**src/hw/rtl/bra_pkg.sv**
```systemverilog
// Shared types and constants for the bitmap run allocator.
// No dependencies; imported by bitmap_run_allocator, bra_checker and tb_top.
`timescale 1ns / 1ps

package bra_pkg;

  // The map is stored and scanned one byte-wide digit at a time.
  localparam int DigitBits  = 8;
  localparam int DigitShift = 3;

  // Width of the configuration write data (widest register).
  localparam int CfgWidth = 11;

  typedef logic [DigitBits-1:0] digit_t;

  // Operation codes carried on op_i.
  typedef enum logic [1:0] {
    OP_ALLOC = 2'd0,
    OP_WRITE = 2'd1,
    OP_TEST  = 2'd2,
    OP_FILL  = 2'd3
  } op_e;

  // Configuration register indexes.
  localparam logic CFG_USED_BITS  = 1'b0;
  localparam logic CFG_FILL_VALUE = 1'b1;

endpackage

```
**src/hw/rtl/bitmap_run_allocator.sv**
```systemverilog
// First-fit run allocator over a one-bit-per-unit map held in a byte-wide memory.
// Depends on bra_pkg for digit width, operation codes and register indexes.
`timescale 1ns / 1ps

// A request is taken when start_i is high and busy_o is low; its single result
// is shown for one cycle with done_o and must be taken then, since the block
// cannot hold it. The map sits in a memory of MAP_BITS/8 bytes (MAP_BITS must
// be a multiple of 8) with one read and one write port. Clear, fill and alloc
// walk it one byte per cycle; write reads and writes back one byte at a time.
// After reset the block is busy while it clears the map. Test reads the byte
// that holds the bit (S_TEST_RD, then S_TEST_DATA). Fill sweeps the whole map
// with the fill value. Write reads each byte touched by the run and writes it
// back (S_WR_RD, then S_WR_MOD). Alloc streams bytes in until the run is found
// or the used size is reached, then inverts the bytes of a nonzero run the same
// way as write.
module bitmap_run_allocator
  import bra_pkg::*;
#(
  parameter int MAP_BITS = 1024
) (
  input  logic                clk_i,
  input  logic                rst_ni,
  // Command request
  input  logic                start_i,
  output logic                busy_o,
  input  logic [1:0]          op_i,
  input  logic [9:0]          bit_index_i,
  input  logic [10:0]         run_length_i,
  input  logic                bit_value_i,
  // Result
  output logic                done_o,
  output logic                status_o,
  output logic [9:0]          first_index_o,
  output logic                bit_state_o,
  // Configuration writes
  input  logic                cfg_we_i,
  input  logic                cfg_index_i,
  input  logic [CfgWidth-1:0] cfg_wdata_i
);

  localparam int NumWords = MAP_BITS / DigitBits;
  localparam int AW       = (NumWords > 1) ? $clog2(NumWords) : 1;
  localparam int SW       = ($clog2(MAP_BITS + 1) > CfgWidth) ? $clog2(MAP_BITS + 1) : CfgWidth;
  localparam int EW       = SW + 1;

  typedef enum logic [2:0] {
    S_IDLE,
    S_CLEAR,
    S_SCAN,
    S_WR_RD,
    S_WR_MOD,
    S_TEST_RD,
    S_TEST_DATA
  } state_e;

  state_e              state_q;
  logic [CfgWidth-1:0] used_bits_q;
  logic                fill_value_q;
  logic [AW-1:0]       addr_q;
  logic [AW-1:0]       data_addr_q;
  logic                pend_q;
  logic                clr_val_q;
  logic                clr_rsp_q;
  logic [SW-1:0]       idx_q;
  logic [EW-1:0]       wr_end_q;
  logic [CfgWidth-1:0] len_q;
  logic [SW-1:0]       need_q;
  logic [SW-1:0]       run_q;
  logic                val_q;
  logic                done_q;
  logic                status_q;
  logic [9:0]          first_q;
  logic                bit_state_q;

  digit_t              mem_q [NumWords];
  digit_t              rdata_q;
  logic                mem_we;
  digit_t              mem_wdata;

  logic [SW-1:0]       size;
  logic [SW-1:0]       req_idx;
  logic [EW-1:0]       req_end_sum;
  logic [EW-1:0]       req_end;

  logic [SW-1:0]       data_base;
  logic [SW-1:0]       addr_base;
  logic [SW-1:0]       run_v;
  logic                hit;
  logic [SW-1:0]       hit_pos;
  logic [SW-1:0]       hit_first;
  logic                scan_end;
  digit_t              wr_mask;
  logic                wr_last;

  // Effective map size: used_bits capped at the map depth.
  assign size = (SW'(used_bits_q) < SW'(MAP_BITS)) ? SW'(used_bits_q) : SW'(MAP_BITS);

  // End of a requested write run, clipped at the used size.
  assign req_idx     = SW'(bit_index_i);
  assign req_end_sum = EW'(req_idx) + EW'(run_length_i);
  assign req_end     = (req_end_sum < EW'(size)) ? req_end_sum : EW'(size);

  // Bit positions of the byte in the read register and of the byte addressed.
  assign data_base = SW'({data_addr_q, {DigitShift{1'b0}}});
  assign addr_base = SW'({addr_q, {DigitShift{1'b0}}});

  // Scan one byte: extend or break the current run bit by bit.
  always_comb begin
    run_v   = run_q;
    hit     = 1'b0;
    hit_pos = '0;
    for (int j = 0; j < DigitBits; j++) begin
      if (!hit && (data_base + SW'(j) < size)) begin
        if (rdata_q[j] == val_q) begin
          run_v = run_v + SW'(1);
          if (run_v == need_q) begin
            hit     = 1'b1;
            hit_pos = data_base + SW'(j);
          end
        end else begin
          run_v = '0;
        end
      end
    end
  end

  assign hit_first = hit_pos + SW'(1) - need_q;
  assign scan_end  = (data_base + SW'(DigitBits)) >= size;

  // Mask of the bits in the addressed byte that fall inside the write run.
  always_comb begin
    for (int j = 0; j < DigitBits; j++) begin
      wr_mask[j] = ((addr_base + SW'(j)) >= idx_q) && (EW'(addr_base + SW'(j)) < wr_end_q);
    end
  end

  assign wr_last = (EW'(addr_base) + EW'(DigitBits)) >= wr_end_q;

  // Memory write port: clearing sweep or read-modify-write of one byte.
  always_comb begin
    mem_we    = 1'b0;
    mem_wdata = {DigitBits{clr_val_q}};
    case (state_q)
      S_CLEAR: begin
        mem_we = 1'b1;
      end
      S_WR_MOD: begin
        mem_we    = 1'b1;
        mem_wdata = (rdata_q & ~wr_mask) | (wr_mask & {DigitBits{val_q}});
      end
      default: begin
        mem_we = 1'b0;
      end
    endcase
  end

  // Map memory: one write and one registered read, both at addr_q.
  always_ff @(posedge clk_i) begin
    if (mem_we) begin
      mem_q[addr_q] <= mem_wdata;
    end
    rdata_q <= mem_q[addr_q];
  end

  // Configuration registers.
  always_ff @(posedge clk_i or negedge rst_ni) begin
    if (!rst_ni) begin
      used_bits_q  <= CfgWidth'(1024);
      fill_value_q <= 1'b0;
    end else if (cfg_we_i) begin
      case (cfg_index_i)
        CFG_USED_BITS:  used_bits_q  <= cfg_wdata_i;
        CFG_FILL_VALUE: fill_value_q <= cfg_wdata_i[0];
        default:        used_bits_q  <= used_bits_q;
      endcase
    end
  end

  // Sequencer and result registers.
  always_ff @(posedge clk_i or negedge rst_ni) begin
    if (!rst_ni) begin
      state_q     <= S_CLEAR;
      addr_q      <= '0;
      data_addr_q <= '0;
      pend_q      <= 1'b0;
      clr_val_q   <= 1'b0;
      clr_rsp_q   <= 1'b0;
      idx_q       <= '0;
      wr_end_q    <= '0;
      len_q       <= '0;
      need_q      <= '0;
      run_q       <= '0;
      val_q       <= 1'b0;
      done_q      <= 1'b0;
      status_q    <= 1'b0;
      first_q     <= '0;
      bit_state_q <= 1'b0;
    end else begin
      done_q      <= 1'b0;
      data_addr_q <= addr_q;
      case (state_q)
        S_IDLE: begin
          if (start_i) begin
            status_q    <= 1'b0;
            first_q     <= '0;
            bit_state_q <= 1'b0;
            val_q       <= bit_value_i;
            len_q       <= run_length_i;
            idx_q       <= req_idx;
            case (op_e'(op_i))
              OP_ALLOC: begin
                need_q  <= (run_length_i == '0) ? SW'(1) : SW'(run_length_i);
                run_q   <= '0;
                addr_q  <= '0;
                pend_q  <= 1'b0;
                state_q <= S_SCAN;
              end
              OP_WRITE: begin
                wr_end_q <= req_end;
                addr_q   <= req_idx[AW+DigitShift-1:DigitShift];
                if (EW'(req_idx) >= req_end) begin
                  done_q <= 1'b1;
                end else begin
                  state_q <= S_WR_RD;
                end
              end
              OP_TEST: begin
                addr_q  <= req_idx[AW+DigitShift-1:DigitShift];
                state_q <= S_TEST_RD;
              end
              OP_FILL: begin
                addr_q    <= '0;
                clr_val_q <= fill_value_q;
                clr_rsp_q <= 1'b1;
                state_q   <= S_CLEAR;
              end
              default: begin
                state_q <= S_IDLE;
              end
            endcase
          end
        end

        // Sweep the whole map with one value, after reset or for fill.
        S_CLEAR: begin
          addr_q <= addr_q + AW'(1);
          if (addr_q == AW'(NumWords - 1)) begin
            done_q  <= clr_rsp_q;
            state_q <= S_IDLE;
          end
        end

        // Stream bytes in; each cycle the byte read last cycle is scanned.
        S_SCAN: begin
          addr_q <= addr_q + AW'(1);
          pend_q <= 1'b1;
          if (pend_q) begin
            run_q <= run_v;
            if (hit) begin
              first_q <= hit_first[9:0];
              if (len_q != '0) begin
                idx_q    <= hit_first;
                wr_end_q <= EW'(hit_pos) + EW'(1);
                addr_q   <= hit_first[AW+DigitShift-1:DigitShift];
                val_q    <= ~val_q;
                state_q  <= S_WR_RD;
              end else begin
                done_q  <= 1'b1;
                state_q <= S_IDLE;
              end
            end else if (scan_end) begin
              status_q <= 1'b1;
              done_q   <= 1'b1;
              state_q  <= S_IDLE;
            end
          end
        end

        S_WR_RD: begin
          state_q <= S_WR_MOD;
        end

        // The byte is written back this cycle; move on or finish.
        S_WR_MOD: begin
          if (wr_last) begin
            done_q  <= 1'b1;
            state_q <= S_IDLE;
          end else begin
            addr_q  <= addr_q + AW'(1);
            state_q <= S_WR_RD;
          end
        end

        S_TEST_RD: begin
          state_q <= S_TEST_DATA;
        end

        // Bits at or beyond the used size read as zero.
        S_TEST_DATA: begin
          bit_state_q <= (idx_q < size) && rdata_q[idx_q[DigitShift-1:0]];
          done_q      <= 1'b1;
          state_q     <= S_IDLE;
        end

        default: begin
          state_q <= S_IDLE;
        end
      endcase
    end
  end

  assign busy_o        = (state_q != S_IDLE);
  assign done_o        = done_q;
  assign status_o      = status_q;
  assign first_index_o = first_q;
  assign bit_state_o   = bit_state_q;

endmodule

```
**config.mk**
```make
export PLATFORM = sky130hd
export DESIGN_NAME = bitmap_run_allocator
export DESIGN_NICKNAME = d
export VERILOG_FILES = /design/src/hw/rtl/bra_pkg.sv /design/src/hw/rtl/bitmap_run_allocator.sv
export SDC_FILE = /design/constraint.sdc
export NUM_CORES = 2
export LEC_CHECK = 0
export CORE_ASPECT_RATIO = 0.5
export CORE_UTILIZATION = 35
export DETAILED_ROUTE_END_ITERATION = 12
export DONT_BUFFER_PORTS = 1
export SYNTH_ARGS = -nofsm -noshare
export SYNTH_HDL_FRONTEND = slang
export SYNTH_SLANG_ARGS = --single-unit
```
**constraint.sdc**
```tcl
create_clock -name clk_i -period 40.3 [get_ports clk_i]
set_clock_uncertainty 0.05 [all_clocks]
set_input_delay 12.09 -clock clk_i [delete_from_list [all_inputs] [get_ports clk_i]]
set_output_delay 12.09 -clock clk_i [all_outputs]
set_load 0.01 [all_outputs]
```
==> flow_summary.json <==
{
  "status": "complete, no violations",
  "setup_viol": 0,
  "clk_pin_slew_ns": 0.06,
  "grt_max_degree": 103,
  "synth_cells": 4048,
  "finalCritPeriodShare_pct": 43.8,
  "grt_pass1_vias": 35100,
  "maxCapViolations": 0,
  "ant_nets": 0,
  "routed_via_density": 6.06,
  "worstPathMaxFanout": 18,
  "ys_seq_elements": 1134,
  "slew_headroom_pct": 17.8,
  "worstPathArrival_ns": 18.12,
  "final_core_util_pct": 39.1,
  "drt_wl_total_um": 164000,
  "seq_power_share_pct": 48.8,
  "gp_congestion": 0.897,
  "slowest_delay_ns": 0.56,
  "design.core.area_um2": 150000,
  "cp-start-kind": "input pin",
  "drc": 0,
  "synthDistinctLibCells": 132,
  "rsz0062_at_grt": "no",
  "post_cts_buffers": 0,
  "cts.path.max_buffers": 3,
  "hold_path.class": "flip-flop to flip-flop",
  "cts_tree": "yes",
  "power_frac_clock_pct": 35.9,
  "fin_hold_ws_ns": 0.437,
  "synth_top_area_share_pct": 57.9,
  "dieArea_um2": 153000,
  "p_int_mw": 1.91,
  "post-route-min-period_ns": 17.64,
  "synth_compound_area_share_pct": 17.5,
  "cts_hold_buf": 0,
  "drv_slew": 0,
  "synth_xor_area_share_pct": 2.52,
  "cp-end-kind": "flip-flop",
  "synth-seq-area-share_pct": 63.0,
  "p_leak_nw": 17.0,
  "synth_area_leaders": "edfxtp_1 58%, a22oi_1 5.1%, dfrtp_1 4.7%",
  "antenna_found_initial": 3,
  "area_growth_pct": 10.0,
  "synthFlopType": "edfxtp_1",
  "cp_slowest_cell": "nand3b_1",
  "grt_overflow_total": 0,
  "cts-root-buf": "clkbuf_16",
  "fin_nets": 4129,
  "io_buffer_count": 0,
  "hold_viol": 0,
  "syn_area_per_cell_um2": 13.1,
  "critical_path_class": "input pin to flip-flop",
  "synth_edf_count": 1024,
  "power_density_nw_per_um2": 44.6,
  "pin_count": 54,
  "insertion_delay_ns": 0.73,
  "synth.most_common_cell": "edfxtp_1",
  "synth_top_area_cell": "edfxtp_1",
  "synth_top_family_by_area": "compound AO/OA/AOI/OAI gates",
  "syn_area_um2": 53100,
  "post_drt_wl_per_cell_um": 27.1,
  "worst_slew_pin_slew_ns": 1.23,
  "num_vias": 36600,
  "power.share.combinational_pct": 15.4,
  "peakVddDrop_v": 0.0000334,
  "cts_resized": 0,
  "hpwl_um": 104000,
  "grt_usage_pct": 20.8,
  "numClockSinks": 1134,
  "start_util_pct": 35.5,
  "die_x_um": 553,
  "synthMuxAreaShare_pct": 1.83,
  "p_sw_mw": 0.700,
  "drive_gt1_share_pct": 9.74,
  "worst-endpoint-required_ns": 40.79,
  "ys_async_sr_fraction_pct": 8.99,
  "synthAdderAreaFrac_pct": 2.76,
  "synth-simple-area-share_pct": 9.94,
  "synth_nets": 4204,
  "finalPower_mw": 2.61,
  "die_h_um": 277,
  "drtIter0Drc": 4074,
  "max_clock_freq_ghz": 0.0567,
  "synth_commonest_cells": "1,024 x edfxtp_1, 362 x a22oi_1, 263 x nor2_1",
  "grt_pass1_wl_um": 241000,
  "finalSetupTns_ns": 0,
  "cpMostUsedCell": "a21oi_1",
  "yosysWarnings": 0,
  "cts_buffers": 101,
  "firstDrtPassIters": 5,
  "p_sw_share_pct": 26.8,
  "cts_max_level": 3,
  "rows": 100
}
## sequential cells by signal, summed over array words and instances, names as in the netlist, 8 cells and up
register / cells
len_q: 11
wr_end_q: 12
first_index_o: 10
idx_q: 11
used_bits_q: 11
mem_q: 1024
rdata_q: 8
need_q: 11
run_q: 11
## placed cells by master (no fill, tap or decap), types with 93 or more instances in the layout
cell type / synthesis / final
edfxtp_1: 1024 / 1024
a22oi_1: 362 / 362
nor2_1: 263 / 263
nand2_1: 194 / 193
a21oi_1: 148 / 140
ha_1: 114 / 114
xnor2_1: 112 / 112
o21ai_0: 109 / 109
clkbuf_16: 0 / 103
dfrtp_1: 100 / 98
nand3_1: 95 / 95
a22o_1: 93 / 93
## kinds of logic after synthesis
family	after synthesis
AOI/OAI and AO/OA	1233
DFF	1134
and+or+nand+nor	1006
buffers and inverters	323
xor gates and xnor gates	148
adders and majority gates	116
muxes	88
## worst max-delay path: cells and delay by family
family                   cells  cell delay (ns)
AND/OR/NAND/NOR              8             1.26
adder cells (fa/ha/maj)      4             1.18
XOR/XNOR                     1             0.19
multiplexers                 1             0.45
AO/OA/AOI/OAI               19             2.92
## area by class of cell
cell class                 count  area (µm²)
fill                       13900       91200
clock buffer                 126        2660
multi-input combinational   2591       18500
timing repair buffer          75         626
sequential                  1134       33500
clock inverter                58         459
inverter                      70         263
antenna                        1        2.50
tap                         1989        2490
## power groups by stage
stage	combinational [mW]	clock, mW	sequential, mW
floorplan	0.305	0	1.29
global route	0.433	0.986	1.27
finish	0.402	0.936	1.27
detailed placement	0.391	0	1.30
CTS	0.393	0.945	1.27
global placement	0.387	0	1.30
## final timing paths
kind	startpoint	to	slack (ns)	depth (start not counted)
worst max register to register	used_bits_q[10]	addr_q[6]	22.88	59
worst max-delay path	bit_index_i[0]	state_q[1]	22.66	33
worst min-delay path	clr_rsp_q	clr_rsp_q	0.44	1
worst min register to register	clr_rsp_q	clr_rsp_q	0.44	1
max in group asynchronous	rst_ni	used_bits_q[10]	28.93	0
min in group asynchronous	rst_ni	first_index_o[2]	11.04	0
## stage by stage
| stage | cells | setup WS, ns | cell area, µm² |
|---|---|---|---|
| 2_1_floorplan | 4048 | 22.96 | 53100 |
| 3_3_place_gp | 5859 | 21.98 | 55300 |
| 3_5_place_dp | 5859 | 21.94 | 55300 |
| 4_1_cts | 6043 | 22.66 | 58500 |
| 5_1_grt | 6044 | 21.61 | 58500 |
| 6_report | 6044 | 22.66 | 58500 |
## per-layer routing
metal  part of all wire (%)  global-route usage (%)
met3                    8.8                    3.71
met2                     45                    32.4
met4                    2.6                    6.03
met1                     43                    29.6
met5                 0.0073                       0
(Power assumes the default switching activity.)
